[config.mk]
export PLATFORM = sky130hd
export DESIGN_NAME = ssef_out_fifo
export DESIGN_NICKNAME = d
export VERILOG_FILES = /design/src/ssef_pkg.sv /design/src/ssef_out_fifo.sv
export SDC_FILE = /design/constraint.sdc
export NUM_CORES = 1
export LEC_CHECK = 0
export BUFFER_PORTS_ARGS = -buffer_cell sky130_fd_sc_hd__buf_2
export CORE_MARGIN = 2
export CORE_UTILIZATION = 35
export DETAILED_ROUTE_END_ITERATION = 10
export GPL_TIMING_DRIVEN = 0
export PLACE_DENSITY = 0.55
export SKIP_CTS_REPAIR_TIMING = 1
export SLEW_MARGIN = 20
export SYNTH_ARGS = -nofsm -noshare
export SYNTH_HDL_FRONTEND = slang
export SYNTH_SLANG_ARGS = --single-unit
[constraint.sdc]
create_clock -name clk_i -period 6.1 [get_ports clk_i]
set_clock_uncertainty 0.05 [all_clocks]
set_input_delay 0.61 -clock clk_i [delete_from_list [all_inputs] [get_ports clk_i]]
set_output_delay 0.61 -clock clk_i [all_outputs]
set_load 0.02 [all_outputs]
[src/ssef_pkg.sv]
// ----------------------------------------------------------------------------
// ssef_pkg: shared types and constants of the Sobel/Scharr edge filter
// Pixel and line geometry, configuration codes and the structs that pass
// between the line-store front end, the filter lanes and the output queue.
// ----------------------------------------------------------------------------
package ssef_pkg;

  // Geometry of one stream word and of the line stores.
  localparam int BYTES_PER_BEAT = 4;
  localparam int LINE_MAX       = 2048;
  localparam int PIX_W          = 8;
  localparam int WORD_W         = BYTES_PER_BEAT * PIX_W;
  localparam int KEEP_W         = 4;
  localparam int COL_W          = 12;
  localparam int PIX_SHIFT      = $clog2(BYTES_PER_BEAT);
  localparam int ROWS           = LINE_MAX / BYTES_PER_BEAT;
  localparam int ROW_W          = $clog2(ROWS);

  // Gradient arithmetic width: worst case |Gx| is 3*510 + 10*255 = 4080.
  localparam int GRAD_W         = 14;
  localparam logic [PIX_W-1:0] MAG_MAX = 8'd255;

  // Output queue depth: covers the pipeline latency for a word per cycle.
  localparam int FIFO_DEPTH     = 8;
  localparam int FIFO_PTR_W     = $clog2(FIFO_DEPTH);
  localparam int OCC_W          = $clog2(FIFO_DEPTH + 1);

  // Configuration register file.
  localparam logic [COL_W-1:0] LINE_WIDTH_RESET = 12'd1920;

  typedef enum logic [0:0] {
    CFG_LINE_WIDTH    = 1'b0,
    CFG_KERNEL_SELECT = 1'b1
  } cfg_index_e;

  typedef enum logic [0:0] {
    KERNEL_SOBEL  = 1'b0,
    KERNEL_SCHARR = 1'b1
  } kernel_e;

  // One window column: older line, newer line, current line.
  typedef struct packed {
    logic [PIX_W-1:0] older;
    logic [PIX_W-1:0] newer;
    logic [PIX_W-1:0] current;
  } col3_t;

  // One row of both line stores, covering the pixels of one word.
  typedef struct packed {
    logic [BYTES_PER_BEAT-1:0][PIX_W-1:0] older;
    logic [BYTES_PER_BEAT-1:0][PIX_W-1:0] newer;
  } line_row_t;

  // Side information that travels along with a word.
  typedef struct packed {
    logic [KEEP_W-1:0] keep;
    logic [KEEP_W-1:0] strb;
    logic              last;
    logic              clamped;
  } side_t;

  // One finished output word.
  typedef struct packed {
    logic [BYTES_PER_BEAT-1:0][PIX_W-1:0] pixels;
    side_t                                side;
  } out_word_t;

endpackage

[src/ssef_out_fifo.sv]
// ----------------------------------------------------------------------------
// ssef_out_fifo: merge of lane results and output queue
// Packs the lane magnitudes with the side information into one word and
// holds finished words until the downstream side takes them.
// ----------------------------------------------------------------------------
module ssef_out_fifo (
  input  logic                                                  clk_i,
  input  logic                                                  rst_ni,
  input  logic                                                  push_i,
  input  logic [ssef_pkg::BYTES_PER_BEAT-1:0][ssef_pkg::PIX_W-1:0] mags_i,
  input  ssef_pkg::side_t                                       side_i,
  output logic                                                  valid_o,
  input  logic                                                  ready_i,
  output ssef_pkg::out_word_t                                   word_o
);

  ssef_pkg::out_word_t                mem_q [ssef_pkg::FIFO_DEPTH];
  logic [ssef_pkg::FIFO_PTR_W-1:0]    wptr_q, wptr_d, rptr_q, rptr_d;
  logic [ssef_pkg::OCC_W-1:0]         cnt_q, cnt_d;
  logic                               pop;

  assign valid_o = (cnt_q != '0);
  assign pop     = valid_o && ready_i;
  assign word_o  = mem_q[rptr_q];

  // Pointer and fill count update; the producer never overruns the queue.
  always_comb begin
    wptr_d = push_i ? wptr_q + 1'b1 : wptr_q;
    rptr_d = pop    ? rptr_q + 1'b1 : rptr_q;
    cnt_d  = cnt_q;
    if (push_i && !pop) begin
      cnt_d = cnt_q + 1'b1;
    end else if (!push_i && pop) begin
      cnt_d = cnt_q - 1'b1;
    end
  end

  always_ff @(posedge clk_i or negedge rst_ni) begin
    if (!rst_ni) begin
      wptr_q <= '0;
      rptr_q <= '0;
      cnt_q  <= '0;
    end else begin
      wptr_q <= wptr_d;
      rptr_q <= rptr_d;
      cnt_q  <= cnt_d;
    end
  end

  // Storage of merged words.
  always_ff @(posedge clk_i) begin
    if (push_i) begin
      mem_q[wptr_q] <= '{pixels: mags_i, side: side_i};
    end
  end

endmodule

**Word level (Yosys, flattened, before mapping)**

Memory sizes are Yosys's and may differ from the RTL's.
Index checks and enable logic that the tools add are counted.

- Register bits: 10
- Logic and storage cells: 19
- Memory bits (writable): 336
- Memories: 1
- Output and inout bits: 43
- Bits of input ports: 46

Memory list:

| name | words | bits a word | rd ports | clocked after memory_dff | wr ports | line | source |
|---|---|---|---|---|---|---|---|
| mem_q | 8 | 42 | 1 | 0 | 1 | ssef_out_fifo.sv:17 | `ssef_pkg::out_word_t mem_q [ssef_pkg::FIFO_DEPTH];` |

- Muxes and demuxes: 4
- Reductions and logical operators: 7
- Add/subtract/negate cells: 4

Operator list:

| kind | count |
|---|---|
| $mux W4 | 2 |
| $add A3 B1 Y3 const B | 2 |
| $add A4 B1 Y4 const B | 1 |
| $reduce_bool A4 Y1 | 1 |
| $sub A4 B1 Y4 const B | 1 |
| $logic_and A1 B1 Y1 | 3 |
| $logic_not A1 Y1 | 2 |
| $mux W1 | 2 |
| $reduce_bool A2 Y1 | 1 |

**Longest topological paths before layout**

- Word-level depth: 5
- Depth in mapped cells: 8
- Mapped depth without buffers: 8

**Least setup slack after synthesis**

Ideal clock, no wire load.

- Path kind: in2reg
- From: input port push_i
- To: memory mem_q[0][0] (netlist name) (enable)
- Arrival time: 3,581 ps
- Setup time: 493 ps
- Buffers on the path: 0
- Path slack: 1,976 ps
- Required time: 5,557 ps
- Stages: 2
- Cells stage by stage: nand2b_1 nor3_1

- Word-level cells in the longest chain between the ends: 2

RTL lines:

| what | line | source |
|---|---|---|
| start, declared | ssef_out_fifo.sv:9 | `input logic push_i,` |
| $mux W1 | ssef_out_fifo.sv:52 | `if (push_i) begin` |
| $mux W1 (not written as such) | ssef_out_fifo.sv:53 | `mem_q[wptr_q] <= '{pixels: mags_i, side: side_i};` |
| end, declared | ssef_out_fifo.sv:17 |  |

No other way between the ends.

==> run metrics <==
CP Buf/Inv Count=3; Cell variety after synth=30; total power=7.87 mW; maximum vdd ir drop=0.216 mV; Synth Register Bits=346; drt initial violations=439; cell mode on critical path=buf_2; worst r2r path cells=8; Final Core Density=a little over two fifths; io pins=89; RR Startpoint=cnt_q[0]; P per Cell Area=between 400 and 500 nW/um2; hold wc startpoint=mags_i[7]; vias in the first global route=approximately 6500; RSZ-0062 raised after global routing=false; gpl congestion=about 0.73; clock latency on the worst-skew pair=510 ps; Post-Route WL=about 28000 um; clock tree buffer depth=3; DR vias/cell=4.86; Clock Pin Slew Worst Setup and Hold Paths=60 ps; share of cells above drive strength 1=41.5%; Synth Cell Area=13300 um2; min-delay worst type=input port to flip-flop; GRT Residual Overflow=0; Pins Over Slew Limit=0; routed len/inst=~23 um; Worst Max-Slew Pin Slew=881 ps; fmax=289 MHz; # rows=71; FF-to-FF End=cnt_q[3]; Total GRT Usage=approximately 15%; placed cell count=roughly 1200; CORE AREA=37500 um2; Root Buffer=clkbuf_16; Port Buffers=88; Hold Violations, Final=0; commonest non-fill, non-tap cell in the layout=edfxtp_1; Finished Layout Cells=1238; CP startpoint kind=flip-flop; worst path cell trace=buf_2 > buf_1 > mux4_2 > mux2_2 > buf_2; reg2reg setup slack=3100 ps; Routed Antenna Nets=0; Nets=between 700 and 800; Avg Cell Area, Syn=24.3 um2; top_reg_cell synth=edfxtp_1; TritonRoute pass-1 iters=5; dpl hpwl=17800 um; H-tree Lvls=2; # DRC=0; Die ar.=about 39000 um2; first-pass GRT wire length=~40000 um; relative slew slack=41.3%; sequential element share of the synthesized area=between 70 and 80%; Worst Path Required=5440 ps; status=completed; initial antenna violation count=3; final worst path period share=between 50% and 60%; Die W=around 200 um; CTS tree=built; Final setup violation count=0; fin worst setup slack=2640 ps; CP max-delay cell=buf_1; Hold WS=306 ps; Critical Path End Type=primary output; Num CTS Buffers=37; Arr. time, crit path=2800 ps; async set or reset register ratio after synthesis=about 2.9%; via count=6020; CP peak stage delay=~600 ps; dpl ws=approximately 3100 ps; Hold Path Depth=1; clock sinks=between 300 and 400; hold endpoint=mem_q[7][17]; initial core utilization=a little over a third; Crit path max-delay family=buffers and inverters; max cap viols=0; Final min period=3460 ps; synth warn=0; Synth Instances=545; EDFF count, synth=about 340; critical setup path kind=flip-flop to primary output; Area growth, synth to finish=20.6%; syn_nets=roughly 600; most frequent cells in the layout=336 x edfxtp_1, 94 x buf_2, 72 x mux4_2; LEAKAGE=5.26 nW; DIE HEIGHT=199 um; critical-path maximum fanout=10; largest net degree at the start of global routing=19
==> cells in the mapped netlist (all sizes together), types with 3 or more instances <==
library cell | n | area, um2
buf | 17 | 140
clkbuf | 8 | 30.0
dfrtp | 10 | 250
edfxtp | 336 | 10100
ha | 5 | 62.6
mux2 | 45 | 507
mux4 | 84 | 1940
nand2 | 6 | 22.5
nand2b | 3 | 18.8
nand3 | 3 | 15.0
nor2 | 6 | 22.5
nor3 | 3 | 15.0
xnor2 | 5 | 43.8
==> per-stage QoR <==
stage               instance area [um2]  TNS, ps
floorplan                         13300        0
global placement                  14300  -153080
detailed placement                14800        0
CTS                               16000        0
global route                      16000        0
finish                            16000        0
==> sequential cells by signal, summed over array words and instances, names as in the netlist <==
signal / flops
mem_q: 336
cnt_q: 4
wptr_q: 3
rptr_q: 3
==> kinds of logic after synthesis <==
group | Yosys count | share of synthesized area (%)
and+or+nand+nor | 25 | 0.924
adders and majority gates | 6 | 0.622
muxes | 130 | 18.5
AOI/OAI and AO/OA | 6 | 0.311
DFF | 346 | 77.9
xor gates and xnor gates | 6 | 0.396
buffers and inverters | 26 | 1.31
==> layout make-up <==
class	count	area (um2)
antenna	1	2.50
buffer	25	170
clock buffer	47	1010
clock inverter	18	169
fill	3257	21500
inverter	1	3.75
multi-input combinational	173	2810
sequential	346	10300
tap	511	639
timing repair buffer	116	860
==> routing by layer <==
layer,up-vias,part of all wire (%),global-route usage (%)
met3,45,4.6,2.93
li1,2642,-,-
met2,137,51,24.5
met4,4,1.7,3.81
met1,3192,43,19.3
met5,-,0.097,0
==> report_power, final <==
part | internal [mW] | leakage, nW | switching (mW) | total (mW)
clock | 1.29 | 0.575 | 0.842 | 2.14
sequential | 2.99 | 3.17 | 0.104 | 3.09
combinational | 1.19 | 1.52 | 1.45 | 2.65
==> worst max path at each step <==
stage / cells past startpoint / from / endpoint / slack, ps
after global placement: 3 / push_i / mem_q[2][24] / -1850
after CTS: 5 / rptr_q[1] / word_o[39] / 2560
after global routing: 5 / rptr_q[1] / word_o[18] / 2500
after floorplan: 2 / push_i / mem_q[0][0] / 1980
final: 5 / rptr_q[1] / word_o[39] / 2640
after detailed placement: 5 / rptr_q[1] / word_o[39] / 3120
==> worst register-to-register path, delay by kind of cell (launching register included) <==
| family | cells | cell delay (ps) |
|---|---|---|
| AND/OR/NAND/NOR | 3 | 1320 |
| AO/OA/AOI/OAI | 2 | 250 |
| buffers and inverters | 1 | 140 |
| adder cells (fa/ha/maj) | 2 | 670 |
| flip-flops | 1 | 450 |
Power figures use the tool's default switching activity.
