File: src/ssef_ram.sv
// ----------------------------------------------------------------------------
// ssef_ram: generic single-write, single-read RAM
// One write port and one read port; the read data is registered.
// ----------------------------------------------------------------------------
module ssef_ram #(
  parameter int WIDTH = 8,
  parameter int DEPTH = 16
) (
  input  logic                     clk_i,
  input  logic                     we_i,
  input  logic [$clog2(DEPTH)-1:0] waddr_i,
  input  logic [WIDTH-1:0]         wdata_i,
  input  logic [$clog2(DEPTH)-1:0] raddr_i,
  output logic [WIDTH-1:0]         rdata_o
);

  logic [WIDTH-1:0] mem_q [DEPTH];

  // Write port.
  always_ff @(posedge clk_i) begin
    if (we_i) begin
      mem_q[waddr_i] <= wdata_i;
    end
  end

  // Registered read port; returns the old data on a same-address write.
  always_ff @(posedge clk_i) begin
    rdata_o <= mem_q[raddr_i];
  end

endmodule

File: config.mk
export PLATFORM = sky130hd
export DESIGN_NAME = ssef_ram
export DESIGN_NICKNAME = d
export VERILOG_FILES = /design/src/ssef_ram.sv
export SDC_FILE = /design/constraint.sdc
export NUM_CORES = 1
export LEC_CHECK = 0
export BUFFER_PORTS_ARGS = -buffer_cell sky130_fd_sc_hd__buf_4
export CAP_MARGIN = 0
export CORE_MARGIN = 4
export CORE_UTILIZATION = 50
export CTS_CLUSTER_SIZE = 24
export DETAILED_ROUTE_END_ITERATION = 12
export GPL_TIMING_DRIVEN = 0
export PLACE_DENSITY = 0.7
export SKIP_CTS_REPAIR_TIMING = 1
export SYNTH_ARGS = -nofsm -noshare
export SYNTH_HDL_FRONTEND = slang
export SYNTH_SLANG_ARGS = --single-unit
export TNS_END_PERCENT = 20
File: constraint.sdc
create_clock -name clk_i -period 1.7 [get_ports clk_i]
set_input_delay 0.085 -clock clk_i [delete_from_list [all_inputs] [get_ports clk_i]]
set_output_delay 0.085 -clock clk_i [all_outputs]
set_load 0.02 [all_outputs]
# Word-level counts from Yosys, hierarchy flattened
# Memories as Yosys holds them, arrays and structs flattened. A register that Yosys moved wholly into a read port is not among the register bits.
# Index checks and enable logic that the tools add are counted.
word_totals:
  register_bits: 0
  ramBits: 128
  output_inout_bits: 8
  elab_cells: 3
  mem_count: 1
op_classes:
  mux: 2
memory_table:
  columns: ["name", "depth", "word_bits", "rd", "rd_clocked_by_memory_dff", "write_ports", "line_no", "text"]
  rows:
  - ["mem_q", 16, 8, 1, 1, 1, "17", "logic [WIDTH-1:0] mem_q [DEPTH];"]
op_table:
  columns: ["operator", "n"]
  rows:
  - ["two-way mux 1 bit", 2]

# Logic depth before layout (Yosys ltp)
# Gate-level depths: netlist of the first run.
depth:
  depth_word: 2
  ltp_mapped: 5

# Least setup slack after synthesis of the first run
# No wires, ideal clock.
synth_timing:
  kind: "input to register"
  startpoint: "in waddr_i[2]"
  endpoint: "mem mem_q[0][0] (enable)"
  setup_ns: 0.383
  arrival_ns: 1.195
  setup_slack_ns: 0.122
  path_stages: 2
  n_path_buf: 0
  path_cell_list: "or3b_2 -> nor3_1"
synth_rtl:
  columns: ["item", "line_no", "text"]
  rows:
  - ["start, declared", "11", "input logic [$clog2(DEPTH)-1:0] waddr_i,"]
  - ["end, declared", "17", null]
# No word-level cell before the write port.

==> results of run 1 <==
-- layer usage --
layer	wire [um]	vias to the layer above	part of all wire, %
li1	-	1079	-
met4	57	0	0.57
met3	842	6	8.5
met1	4140	1249	42
met5	0	-	0
met2	4890	98	49
-- synth_stat cells --
cell	count	area share [%]
clkdlybuf4s25_2	3	0.58
and2b_1	1	0.15
mux4_1	14	7.1
nor3_1	4	0.39
buf_2	3	0.29
mux4_2	18	7.9
nand2_1	9	0.66
and2_1	1	0.12
nand2b_1	2	0.24
or3b_2	1	0.17
nand3_1	1	0.097
edfxtp_1	128	75
a22oi_1	16	2.3
nor2b_1	1	0.12
nand3b_1	2	0.29
dfxtp_1	8	3.1
nor2_1	13	0.95
buf_6	3	0.66
buf_4	1	0.15
-- path summary, 6_finish.rpt --
check | startpoint | cells after the start | endpoint
hold / removal | raddr_i[1] | 4 | rdata_o[0]
setup reg to reg | mem_q[6][2] | 3 | rdata_o[2]
setup / recovery | mem_q[6][2] | 3 | rdata_o[2]
hold reg to reg | mem_q[10][7] | 3 | rdata_o[7]
-- report_power, final --
group | internal (W) | switching [W] | leakage, nW
Combinational | 0.000185 | 0.000231 | 0.569
Sequential | 0.00375 | 0.0000184 | 1.22
Clock | 0.00267 | 0.00135 | 0.308
Total | 0.00661 | 0.00160 | 2.10
-- state kept, by name (all words and copies together) (netlist names) --
signal   count
mem_q      128
rdata_o      8
-- layout make-up --
class	instances	area, sq um	share of cell area (%)
buffer	10	86.3	1.39
clock buffer	19	422	6.77
clock inverter	13	225	3.62
multi-input combinational	83	1060	17.1
sequential	136	4000	64.3
tap	133	166	2.67
timing repair buffer	32	260	4.18
-- stage by stage --
step / setup TNS, ps / cell area (sq um) / setup WS (ps) / cells
after floorplan: 0 / 5150 / 122 / 229
after global placement: -6080 / 5490 / -418 / 386
after detailed placement: -6060 / 5490 / -383 / 386
after CTS: 0 / 6140 / 97.9 / 418
after global routing: 0 / 6230 / 264 / 426
final: 0 / 6230 / 308 / 426
-- worst max-delay path, cell delays in order, from the launching register on --
cell	delay, ps
edfxtp_1	360
mux4_1	540
a22oi_1	260
nand2_1	110
-- kinds of logic (layout without fill, tap and decap cells) --
family | after synthesis | in the layout | synth area share (%)
flops | 136 | 136 | 77.8
simple gates | 35 | 35 | 3.18
mux | 32 | 32 | 15.0
compound gates | 16 | 16 | 2.33
buf+inv | 10 | 74 | 1.68
==> impl_metrics.toml, run 1 <==
[status]
status = "finished, final reports clean"

[cells_and_area]
post-route-util_pct = 62.8
syn_to_final_growth_pct = 21.0
drive_gt1_share_pct = 28.0
most-common-layout-cells = "edfxtp_1 (128), buf_4 (25), mux4_2 (18)"
layout_commonest_cell = "edfxtp_1"
finalNetCount = 298
nFillCells = 676
diodes = 0

[sta]
relSlewSlack_pct = 9.87
finalSetupViolations = 0
period_minus_slack_ps = 1390
hold_viol = 0
fmax_mhz = 718
maxSlewViolCount = 0
rsz0062_at_grt = "false"
hold_slack_ps = 2.14
fin_skew_ps = 7.41
fin_crit_sh_pct = 81.9
worst_slew_pin_slew_ps = 1340

[synth]
syn_nets = 247
ys_warn_count = 0
syn_area_sq_um = 5150
ys_ff_latch = 136
syn_inst = 229
ys_seq_area_share_pct = 77.8
yosysUniqueCellTypes = 19
syn_avg_cell_area_sq_um = 22.5

[grt]
grt_overflow = 0
antenna_found_initial = 0
grt.busiest_layer = "met2"
grt_max_degree = 17
met1_usage_pct = 25.1
track_usage_pct = 18.4
grtUsageMet3_pct = 7.05
grtUsageMet2_pct = 26.8
grt_pass1_vias = 2463
grt_pass1_wl_um = 14700

[power]
cellPowerDensity_nw_per_um2 = 1320
static-leakage-power_nw = 2.10
totalPowerFinal_w = 0.00820
vdd_drop_max_mv = 0.896

[placed_design]
hpwl_um = 5980
gp_congestion = 0.750
io_buffers = 24

[setup_path]
r2r_slack_ps = 310
critPathKind = "reg -> reg"
crit_path_max_fanout = 1
end_kind = "flip-flop"
crit_required_ps = 2100
critical_path_arrival_ps = 1790
startpoint_type = "flip-flop"

[route]
drt_iter0_markers = 222
wl_um = 9930
post_drt_via_cell_ratio = 5.71
routedWlPerCell_um = 23.3
drcViolationCount = 0
via_count = 2432
antenna_left = 0
drt-pass1-iter-count = 4

[clocking]
clk_pin_slew_ps = 60
cts_buffer_depth = 2
cts_root_buf = "clkbuf_8"
cts_max_level = 4
cts_sinks = 136
clock_latency_ps = 520
cts_tree = "done"
cts_buffers = 17

[floorplan]
num_io_pins = 26
coreArea_sq_um = 9910
initial_core_util_pct = 51.9
dieHeight_um = 109
row_count = 36
fp.dieW_um = 109
die_area_sq_um = 12000

[run]
maxCapViolCount = 0

[worst_hold_path]
hp-class = "in -> reg"
No activity file was read; power rests on OpenSTA's default activity.
==> run 2, diff against run 1 <==
Clock period 1.7 ns to 1.28 ns, I/O delays scaled along.
==> impl_metrics.toml, run 2 (synthesis gave the netlist of run 1 again) <==
[power]
totalPowerFinal_w = 0.00998
cellPowerDensity_nw_per_um2 = 1620
vdd_drop_max_mv = 0.934
static-leakage-power_nw = 2.03

[setup_path]
crit_required_ps = 1690
critical_path_arrival_ps = 1680
crit_path_max_fanout = 1
end_kind = "flip-flop"
crit_path_cell_trace = "mux4_1 -> a22oi_1 -> nand2_1"
r2r_slack_ps = 6
critPathKind = "reg -> reg"
max_stage_delay_ps = 570
crit_path_top_delay_cell = "mux4_1"
startpoint_type = "flip-flop"

[placed_design]
hpwl_um = 6110
gp_congestion = 0.749
io_buffers = 24
dpl_worst_slack_ps = -523

[clocking]
cts_max_level = 4
cts_buffer_depth = 2
cts_sinks = 136
cts_buffers = 17
clock_latency_ps = 520
cts_root_buf = "clkbuf_8"
cts_tree = "done"
clk_pin_slew_ps = 60

[route]
drt_iter0_markers = 201
post_drt_via_cell_ratio = 5.70
drcViolationCount = 0
wl_um = 9820
drt-pass1-iter-count = 4
antenna_left = 0
routedWlPerCell_um = 23.0
via_count = 2428

[sta]
rsz0062_at_grt = "true"
maxSlewViolCount = 0
finalSetupViolations = 0
fin_skew_ps = 8.46
relSlewSlack_pct = 21.7
fin_crit_sh_pct = 99.5
worst_slew_pin_slew_ps = 1160
hold_slack_ps = -1.77
period_minus_slack_ps = 1270
hold_viol = 5
fmax_mhz = 785
fin_ws_ps = 6.05
fin_setup_tns_ps = 0

[grt]
grt_pass1_wl_um = 14500
grt_max_degree = 17
grt_pass1_vias = 2395
grt_overflow = 0
track_usage_pct = 17.9
antenna_found_initial = 0

[status]
status = "finished with violations"
violations = "negative hold slack"

[cells_and_area]
post-route-util_pct = 62.2
diodes = 0
layout_commonest_cell = "edfxtp_1"
drive_gt1_share_pct = 35.2
multi_input_area_sq_um = 1110
syn_to_final_growth_pct = 19.8
reg.largest.list = "mem_q x128, rdata_o x8"
largest_register_ffs = 128
nFillCells = 686
finalNetCount = 298
layout.area.seq_sq_um = 4000
most-common-layout-cells = "edfxtp_1 (128), buf_4 (25), mux4_2 (24)"
top_register = "mem_q"

[run]
maxCapViolCount = 0

[floorplan]
die_area_sq_um = 12000
num_io_pins = 26
row_count = 36
coreArea_sq_um = 9910
initial_core_util_pct = 51.9
dieHeight_um = 109
fp.dieW_um = 109

[worst_hold_path]
hp-class = "in -> reg"
==> run 2: changes by cell type in the layout (fill, tap and decap cells not counted), sizes merged <==
| cell | previous run | this run |
|---|---|---|
| bufinv | 6 | 1 |
| clkinv | 4 | 6 |
| clkinvlp | 2 | 4 |
| inv | 1 | 3 |
| clkbuf | 19 | 18 |
==> run 2: worst max-delay path: cells and delay by family (launching register included) <==
| kind | cells | cell delay (ps) |
|---|---|---|
| mux | 1 | 570 |
| flops | 1 | 350 |
| compound gates | 1 | 170 |
| simple gates | 1 | 70 |
==> run 2: per-layer routing <==
metal | track usage, % | part of all wire (%) | vias up
met5 | 0 | 0 | -
met4 | 6.59 | 0.60 | 0
met3 | 5.70 | 7.0 | 4
met2 | 26.4 | 47 | 75
met1 | 25.5 | 45 | 1272
li1 | - | - | 1077
==> run 2: report_power, final <==
group	total [W]	switching, W	leakage, nW	internal [W]
clock network	0.00439	0.00181	0.253	0.00258
registers	0.00500	0.0000256	1.22	0.00498
logic	0.000587	0.000328	0.550	0.000259
total	0.00998	0.00216	2.03	0.00782
==> run 2: layout make-up <==
type                       instances  share of cell area, %
sequential                       136                   64.9
multi-input combinational         83                   18.0
buffer                            10                   1.40
tap                              133                   2.70
clock inverter                    14                   2.03
timing repair buffer              32                   4.22
clock buffer                      18                   6.78
==> run 2: worst paths after layout <==
path,start,endpoint,cells after the start
worst max register to register,mem_q[5][3],rdata_o[3],3
worst min-delay path,waddr_i[1],mem_q[4][4],2
worst max-delay path,mem_q[5][3],rdata_o[3],3
worst min register to register,mem_q[11][1],rdata_o[1],3
==> run 2: stage by stage <==
step / instance area (sq um) / cells
global route: 6170 / 426
global placement: 5500 / 386
detailed placement: 5500 / 386
CTS: 6040 / 418
finish: 6170 / 426
floorplan: 5150 / 229
