$ cat src/ssef_pkg.sv
// ----------------------------------------------------------------------------
// ssef_pkg: shared types and constants of the Sobel/Scharr edge filter
// Pixel and line geometry, configuration codes and the structs that pass
// between the line-store front end, the filter lanes and the output queue.
// ----------------------------------------------------------------------------
package ssef_pkg;

  // Geometry of one stream word and of the line stores.
  localparam int BYTES_PER_BEAT = 4;
  localparam int LINE_MAX       = 2048;
  localparam int PIX_W          = 8;
  localparam int WORD_W         = BYTES_PER_BEAT * PIX_W;
  localparam int KEEP_W         = 4;
  localparam int COL_W          = 12;
  localparam int PIX_SHIFT      = $clog2(BYTES_PER_BEAT);
  localparam int ROWS           = LINE_MAX / BYTES_PER_BEAT;
  localparam int ROW_W          = $clog2(ROWS);

  // Gradient arithmetic width: worst case |Gx| is 3*510 + 10*255 = 4080.
  localparam int GRAD_W         = 14;
  localparam logic [PIX_W-1:0] MAG_MAX = 8'd255;

  // Output queue depth: covers the pipeline latency for a word per cycle.
  localparam int FIFO_DEPTH     = 8;
  localparam int FIFO_PTR_W     = $clog2(FIFO_DEPTH);
  localparam int OCC_W          = $clog2(FIFO_DEPTH + 1);

  // Configuration register file.
  localparam logic [COL_W-1:0] LINE_WIDTH_RESET = 12'd1920;

  typedef enum logic [0:0] {
    CFG_LINE_WIDTH    = 1'b0,
    CFG_KERNEL_SELECT = 1'b1
  } cfg_index_e;

  typedef enum logic [0:0] {
    KERNEL_SOBEL  = 1'b0,
    KERNEL_SCHARR = 1'b1
  } kernel_e;

  // One window column: older line, newer line, current line.
  typedef struct packed {
    logic [PIX_W-1:0] older;
    logic [PIX_W-1:0] newer;
    logic [PIX_W-1:0] current;
  } col3_t;

  // One row of both line stores, covering the pixels of one word.
  typedef struct packed {
    logic [BYTES_PER_BEAT-1:0][PIX_W-1:0] older;
    logic [BYTES_PER_BEAT-1:0][PIX_W-1:0] newer;
  } line_row_t;

  // Side information that travels along with a word.
  typedef struct packed {
    logic [KEEP_W-1:0] keep;
    logic [KEEP_W-1:0] strb;
    logic              last;
    logic              clamped;
  } side_t;

  // One finished output word.
  typedef struct packed {
    logic [BYTES_PER_BEAT-1:0][PIX_W-1:0] pixels;
    side_t                                side;
  } out_word_t;

endpackage

$ cat src/ssef_lane.sv
// ----------------------------------------------------------------------------
// ssef_lane: one 3x3 gradient lane
// Applies the Sobel or Scharr Gx and Gy kernels to one window and returns
// min(|Gx| + |Gy|, 255). Two register stages: gradients, then magnitude.
// ----------------------------------------------------------------------------
module ssef_lane (
  input  logic                            clk_i,
  input  ssef_pkg::kernel_e               kernel_i,
  input  ssef_pkg::col3_t [2:0]           win_i,
  output logic [ssef_pkg::PIX_W-1:0]      mag_o
);

  logic signed [ssef_pkg::GRAD_W-1:0] dx_top, dx_mid, dx_bot;
  logic signed [ssef_pkg::GRAD_W-1:0] dy_left, dy_mid, dy_right;
  logic signed [ssef_pkg::GRAD_W-1:0] gx_outer, gx_inner, gy_outer, gy_inner;
  logic signed [ssef_pkg::GRAD_W-1:0] gx_d, gy_d, gx_q, gy_q;
  logic signed [ssef_pkg::GRAD_W-1:0] abs_x, abs_y;
  logic        [ssef_pkg::GRAD_W-1:0] sum;
  logic        [ssef_pkg::PIX_W-1:0]  mag_d;

  function automatic logic signed [ssef_pkg::GRAD_W-1:0] ext(
    input logic [ssef_pkg::PIX_W-1:0] p
  );
    ext = signed'({{(ssef_pkg::GRAD_W - ssef_pkg::PIX_W){1'b0}}, p});
  endfunction

  // Row differences (left minus right) and column differences (top minus bottom).
  always_comb begin
    dx_top   = ext(win_i[0].older)   - ext(win_i[2].older);
    dx_mid   = ext(win_i[0].newer)   - ext(win_i[2].newer);
    dx_bot   = ext(win_i[0].current) - ext(win_i[2].current);
    dy_left  = ext(win_i[0].older)   - ext(win_i[0].current);
    dy_mid   = ext(win_i[1].older)   - ext(win_i[1].current);
    dy_right = ext(win_i[2].older)   - ext(win_i[2].current);
  end

  // Weights: outer 1 and inner 2 for Sobel, outer 3 and inner 10 for Scharr.
  always_comb begin
    gx_outer = dx_top + dx_bot;
    gy_outer = dy_left + dy_right;
    case (kernel_i)
      ssef_pkg::KERNEL_SOBEL: begin
        gx_inner = dx_mid <<< 1;
        gy_inner = dy_mid <<< 1;
      end
      ssef_pkg::KERNEL_SCHARR: begin
        gx_outer = (gx_outer <<< 1) + gx_outer;
        gy_outer = (gy_outer <<< 1) + gy_outer;
        gx_inner = (dx_mid <<< 3) + (dx_mid <<< 1);
        gy_inner = (dy_mid <<< 3) + (dy_mid <<< 1);
      end
      default: begin
        gx_inner = dx_mid <<< 1;
        gy_inner = dy_mid <<< 1;
      end
    endcase
    gx_d = gx_outer + gx_inner;
    gy_d = gy_outer + gy_inner;
  end

  // Gradient stage.
  always_ff @(posedge clk_i) begin
    gx_q <= gx_d;
    gy_q <= gy_d;
  end

  // Magnitude with saturation.
  always_comb begin
    abs_x = gx_q[ssef_pkg::GRAD_W-1] ? -gx_q : gx_q;
    abs_y = gy_q[ssef_pkg::GRAD_W-1] ? -gy_q : gy_q;
    sum   = unsigned'(abs_x) + unsigned'(abs_y);
    if (sum > {{(ssef_pkg::GRAD_W - ssef_pkg::PIX_W){1'b0}}, ssef_pkg::MAG_MAX}) begin
      mag_d = ssef_pkg::MAG_MAX;
    end else begin
      mag_d = sum[ssef_pkg::PIX_W-1:0];
    end
  end

  // Magnitude stage.
  always_ff @(posedge clk_i) begin
    mag_o <= mag_d;
  end

endmodule

$ cat config.mk
export PLATFORM = sky130hd
export DESIGN_NAME = ssef_lane
export DESIGN_NICKNAME = d
export VERILOG_FILES = /design/src/ssef_pkg.sv /design/src/ssef_lane.sv
export SDC_FILE = /design/constraint.sdc
export NUM_CORES = 1
export LEC_CHECK = 0
export BUFFER_PORTS_ARGS = -buffer_cell sky130_fd_sc_hd__clkbuf_2
export CAP_MARGIN = 20
export CORE_UTILIZATION = 35
export CTS_CLUSTER_DIAMETER = 80
export DETAILED_ROUTE_END_ITERATION = 7
export MAX_ROUTING_LAYER = met4
export PLACE_DENSITY = 0.48
export SLEW_MARGIN = 20
export SYNTH_ARGS = -nofsm -noshare
export SYNTH_HDL_FRONTEND = slang
export SYNTH_SLANG_ARGS = --single-unit
export TNS_END_PERCENT = 5
$ cat constraint.sdc
create_clock -name clk_i -period 6.3 [get_ports clk_i]
set_clock_uncertainty 0.2 [all_clocks]
set_input_delay 0.63 -clock clk_i [delete_from_list [all_inputs] [get_ports clk_i]]
set_output_delay 0.63 -clock clk_i [all_outputs]
set_load 0.05 [all_outputs]
# Word-level counts from Yosys, hierarchy flattened

Index checks and enable logic that the tools add are counted.

Bits in registers: 36
Input port bits: 74
Output and inout port bits: 8
Logic and storage cells: 28

$add $sub $neg: 17
Order comparisons: 1
Mux-type cells: 6
Bitwise gates (word level): 1

Operator list:

| kind                                                                   | count |
|---|---|
| 14-bit 2-to-1 mux                                                      | 4 |
| 14-bit one-hot mux with 2 select lines                                 | 2 |
| 8-bit by 8-bit subtractor with 9-bit output                            | 6 |
| 14-bit adder                                                           | 3 |
| 14-bit negation                                                        | 2 |
| 12-bit by 10-bit adder with 13-bit output                              | 2 |
| 11-bit by 10-bit adder with 12-bit output                              | 2 |
| 9-bit by 9-bit adder with 10-bit output                                | 2 |
| 14-bit by 8-bit > comparator with 1-bit output (second input constant) | 1 |
| 1-bit inverter                                                         | 1 |

# Logic depth before layout (Yosys ltp)

Depth in word-level cells: 5
Mapped depth: 29
Depth with buffers taken out: 29

# Least setup slack after synthesis

OpenSTA, ideal clock, no wires.

Path kind: input-to-reg
From: in win_i[16] (netlist bit)
To: reg gx_q[11] (netlist bit)
Library setup time: 0.072 ns
Arrival time: 4.864 ns
Data required time: 6.028 ns
Setup slack: 1.164 ns
Cell stages on the path: 22
Buffers on the path: 0
Cell sequence: inv_1 -> ha_1 -> fa_1 -> inv_1 -> fa_1 -> a21o_1 -> a21oi_1 -> o211ai_1 -> xor2_1 -> ha_1 -> nand2_1 -> o21ai_0 -> nor2_1 -> xnor2_1 -> mux2_2 -> ha_1 -> or2_2 -> a21oi_1 -> a31oi_1 -> a21o_1 -> a21oi_1 -> xnor2_1

Longest elaborated chain between the ends: 5

RTL lines:

| what                                          | RTL line        | text |
|---|---|---|
| start, declared                               | ssef_lane.sv:9  | `input ssef_pkg::col3_t [2:0] win_i,` |
| 8-bit by 8-bit subtractor with 9-bit output * | ssef_lane.sv:29 | `dx_top = ext(win_i[0].older) - ext(win_i[2].older);` |
| 9-bit by 9-bit adder with 10-bit output *     | ssef_lane.sv:39 | `gx_outer = dx_top + dx_bot;` |
| 11-bit by 10-bit adder with 12-bit output     | ssef_lane.sv:47 | `gx_outer = (gx_outer <<< 1) + gx_outer;` |
| 14-bit 2-to-1 mux *                           | ssef_lane.sv:41 | `case (kernel_i)` |
| 14-bit adder *                                | ssef_lane.sv:57 | `gx_d = gx_outer + gx_inner;` |
| via gx_d, one bit                             | ssef_lane.sv:16 | `logic signed [ssef_pkg::GRAD_W-1:0] gx_d, gy_d, gx_q, gy_q;` |
| end signal, assigned                          | ssef_lane.sv:63 | `gx_q <= gx_d;` |
| end, declared                                 | ssef_lane.sv:16 |  |

The timed path passes the listed nets; every way through them passes the cells marked *.
A chain may end at the register's enable or synchronous reset.

# Final worst setup path

From: in win_i[49] (netlist bit)
To: reg gx_q[12] (netlist bit)

Longest elaborated chain between the ends: 5

RTL lines:

| what                                          | RTL line        | text |
|---|---|---|
| 8-bit by 8-bit subtractor with 9-bit output * | ssef_lane.sv:31 | `dx_bot = ext(win_i[0].current) - ext(win_i[2].current);` |
| 9-bit by 9-bit adder with 10-bit output *     | ssef_lane.sv:39 |  |
| 11-bit by 10-bit adder with 12-bit output     | ssef_lane.sv:47 |  |
| 14-bit 2-to-1 mux *                           | ssef_lane.sv:41 |  |
| 14-bit adder *                                | ssef_lane.sv:57 |  |
| via gx_d, one bit                             | ssef_lane.sv:16 |  |

Marks and branches as above.

==> summary.md <==
| Metric | Value |
|---|---|
| Run status | `completed` |
| Antenna Nets Post-Route | `0` |
| Initial core utilization | `35.9%` |
| Port bufs | `73` |
| Post-CTS Repair Setup Buffers | `0` |
| Syn_area_per_cell | `7.96 µm²` |
| Detail Placement HPWL | `13400 µm` |
| Root buffer cell | `clkbuf_16` |
| Post-synth EDFFs | `0` |
| Area grow syn2layout | `12.9%` |
| Met2 Use GR | `26.7%` |
| Die Y | `144 µm` |
| Nets | `1184` |
| DRC viols | `0` |
| FFs w/ async S/R, synth | `0%` |
| Busiest grt layer | `met2` |
| CTS tree | `built` |
| Max-cap viol count | `0` |
| GPL Wtd Cong | `0.810` |
| CP arrival | `5670 ps` |
| Critical path class | `primary input to flop` |
| Worst EP required | `6310 ps` |
| DP Area | `7700 µm²` |
| Final Max Slew Viols | `0` |
| Drt pass-1 iters | `4` |
| Yosys Warn Count | `0` |
| TritonCTS buffer count | `5` |
| Cts hold-fix bufs | `0` |
| Synth Area in Simple Gates | `16.3%` |
| Compound-Gate Fraction of Synth Area | `20.5%` |
| GR Layer Usage met3 | `1.37%` |
| Share of Yosys cell area claimed by the top area cell type | `24.8%` |
| Seq cells post-synth | `36` |
| Setup WS post-layout | `640 ps` |
| Cts repair resizes | `0` |
| Initial antenna violation count | `0` |
| Number of diodes | `0` |
| Global-route wire length before repair | `25900 µm` |
| Wire per inst | `12.5 µm` |
| Share of cells above drive strength 1 | `12.3%` |
| Routed WL | `15300 µm` |
| Clock latency on the worst-skew pair | `280 ps` |
| Largest cells by area after synthesis | `ha_1 (25%), dfxtp_1 (10%), xnor2_1 (10%), a21oi_1 (4.6%), xor2_1 (4.5%)` |
| RSZ-0062 raised after global routing | `false` |
| Worst min-delay path class | `flop to flop` |
| Largest family of logic cells by synthesized area | `adder cells` |
| Endpoints failing setup | `0` |
| Final Hold Viols | `0` |
| Net Count, Synth | `1109` |
| Vias in the first global route | `5639` |
| Synth area leader | `ha_1` |
| M1 GR Usage | `21.2%` |
| Critical path fanouts, max | `5` |
| Post-synthesis mux area share | `4.35%` |
| Vias post-DR | `5964` |
| Synth Area in XOR/XNOR | `14.7%` |
| Die ar. | `20600 µm²` |
| Tmin final | `5660 ps` |
| Via-to-Cell Ratio | `4.88` |
| Tightest Pin Transition | `805 ps` |
| Sequential area share after synthesis | `10.3%` |
| Slew HR | `46.3%` |
| Setup TNS | `0 ps` |
| Crit start category | `primary input` |
| FP Rows | `51` |
| Die width | `144 µm` |
| Placeable Area | `19500 µm²` |
| Synth Area in Adders | `29.1%` |
| Cells after Synth | `881` |
| Most used DFF post-synth | `dfxtp_1` |
| Setup Slack @ Placement | `397 ps` |
| Clk sinks | `36` |
| I/O pin count | `82` |
| Post-Syn Area | `7010 µm²` |
| First DRT Iteration DRCs | `174` |
| Synth unique cells | `54` |
| F_max | `177 MHz` |
| CP endpoint kind | `flop` |
| Maximum clock path buffer count | `2` |
| Reg clk slew, reported paths | `60 ps` |
| # H-tree levels | `2` |
| Fin area | `7910 µm²` |
| Largest net degree at the start of global routing | `36` |
| Congestion Overflow GR | `0` |
| # fillers | `2065` |
| R2r setup slk | `2310 ps` |
| Period utilization | `89.8%` |
| Gr usage total | `16.0%` |
-- path summary, 6_finish.rpt --
check                        from             endpoint  cells after the start
setup reg to reg  gx_q[2]$_DFF_P_  mag_o[0]$_SDFF_PN1_                     12
hold / removal    gy_q[0]$_DFF_P_  mag_o[0]$_SDFF_PN1_                      2
setup / recovery        win_i[49]     gx_q[12]$_DFF_P_                     28
hold reg to reg   gy_q[0]$_DFF_P_  mag_o[0]$_SDFF_PN1_                      2
-- layer usage --
| metal | vias up | share of wire, % |
|---|---|---|
| met3 | 7 | 2.0 |
| met4 | 0 | 0.51 |
| met2 | 57 | 45 |
| met1 | 2638 | 53 |
| met5 | - | 0 |
| li1 | 3262 | - |
-- cells by family after synthesis --
kind of cell | Yosys count
multiplexers | 27
adder cells (fa/ha/maj) | 154
AND/OR/NAND/NOR | 230
buffers and inverters | 89
flip-flops | 36
AO/OA/AOI/OAI | 227
XOR/XNOR | 118
-- through the flow --
step | util, % | instances | hold WS [ps]
3_3_place_gp | 39.4 | 1214 | 347
6_report | 40.5 | 1222 | 371
4_1_cts | 40.5 | 1222 | 380
3_5_place_dp | 39.4 | 1214 | 358
2_1_floorplan | - | 881 | 319
5_1_grt | 40.5 | 1222 | 413
-- cell usage in the layout, fill, tap and decap left out, drive strengths merged, types with 9 or more instances in the layout --
master    n
nand2b   29
nor2b    26
o41ai     9
dfxtp    36
xor2     36
o21a     11
fa       15
a21oi    65
inv      82
nand2    62
nor3     26
nor2     54
ha      139
xnor2    82
clkbuf   78
mux2     25
o21ai    59
a21o     39
-- cells in the mapped netlist, types with 2 or more instances --
cell and n:
clkbuf_1 6, fa_1 15, o211ai_1 3, o41ai_1 9, dfxtp_1 36, mux2_2 24, and3_1 2, or4_1 2
or2_2 4, a211oi_1 7, xnor2_1 82, ha_1 139, o21ai_0 58, nor2_1 54, o21bai_1 2, mux2i_1 2
a21boi_0 4, nor4_1 4, o31a_1 3, nand2_1 62, nand3_1 8, nor2b_1 26, o31ai_1 8, o22ai_1 2
inv_1 82, nand2b_1 28, or3_1 6, xor2_1 36, nor3_1 26, a21o_1 38, a31oi_1 4, a21oi_1 65
o21a_1 11, a221oi_1 3
-- area by class of cell --
type	instances	area (µm²)	area share, %
flip-flops and latches	36	721	9.11
clock buffers	5	125	1.58
repair buffers	75	380	4.81
well taps	265	332	4.19
inverters	82	308	3.89
multi-input cells	756	5960	75.3
clock inverters	3	90.1	1.14
-- critical path: stages --
cell and delay, ps:
clkbuf_2 130, inv_1 70, ha_1 260, nor2b_1 120, o21ai_0 210, nand2b_1 140, a21o_1 210, nand2_1 90
nor2b_1 160, xnor2_1 100, ha_1 340, o21ai_0 100, nand2_1 80, nand2_1 50, a21oi_1 170, nor2_1 80
xnor2_1 180, ha_1 280, o41ai_1 570, nor2b_1 90, o21ai_0 160, a31oi_1 160, ha_1 440, and3_1 230
a31oi_1 170, nand2_1 70, a41oi_1 230, xnor2_1 150
-- sequential cells by signal, summed over array words and instances, names as in the netlist --
register  flops
gy_q         14
mag_o         8
gx_q         14
Power is left out: the tool's default activity adds up to more than one toggle a clock period on the data nets, which glitch-free logic cannot reach.
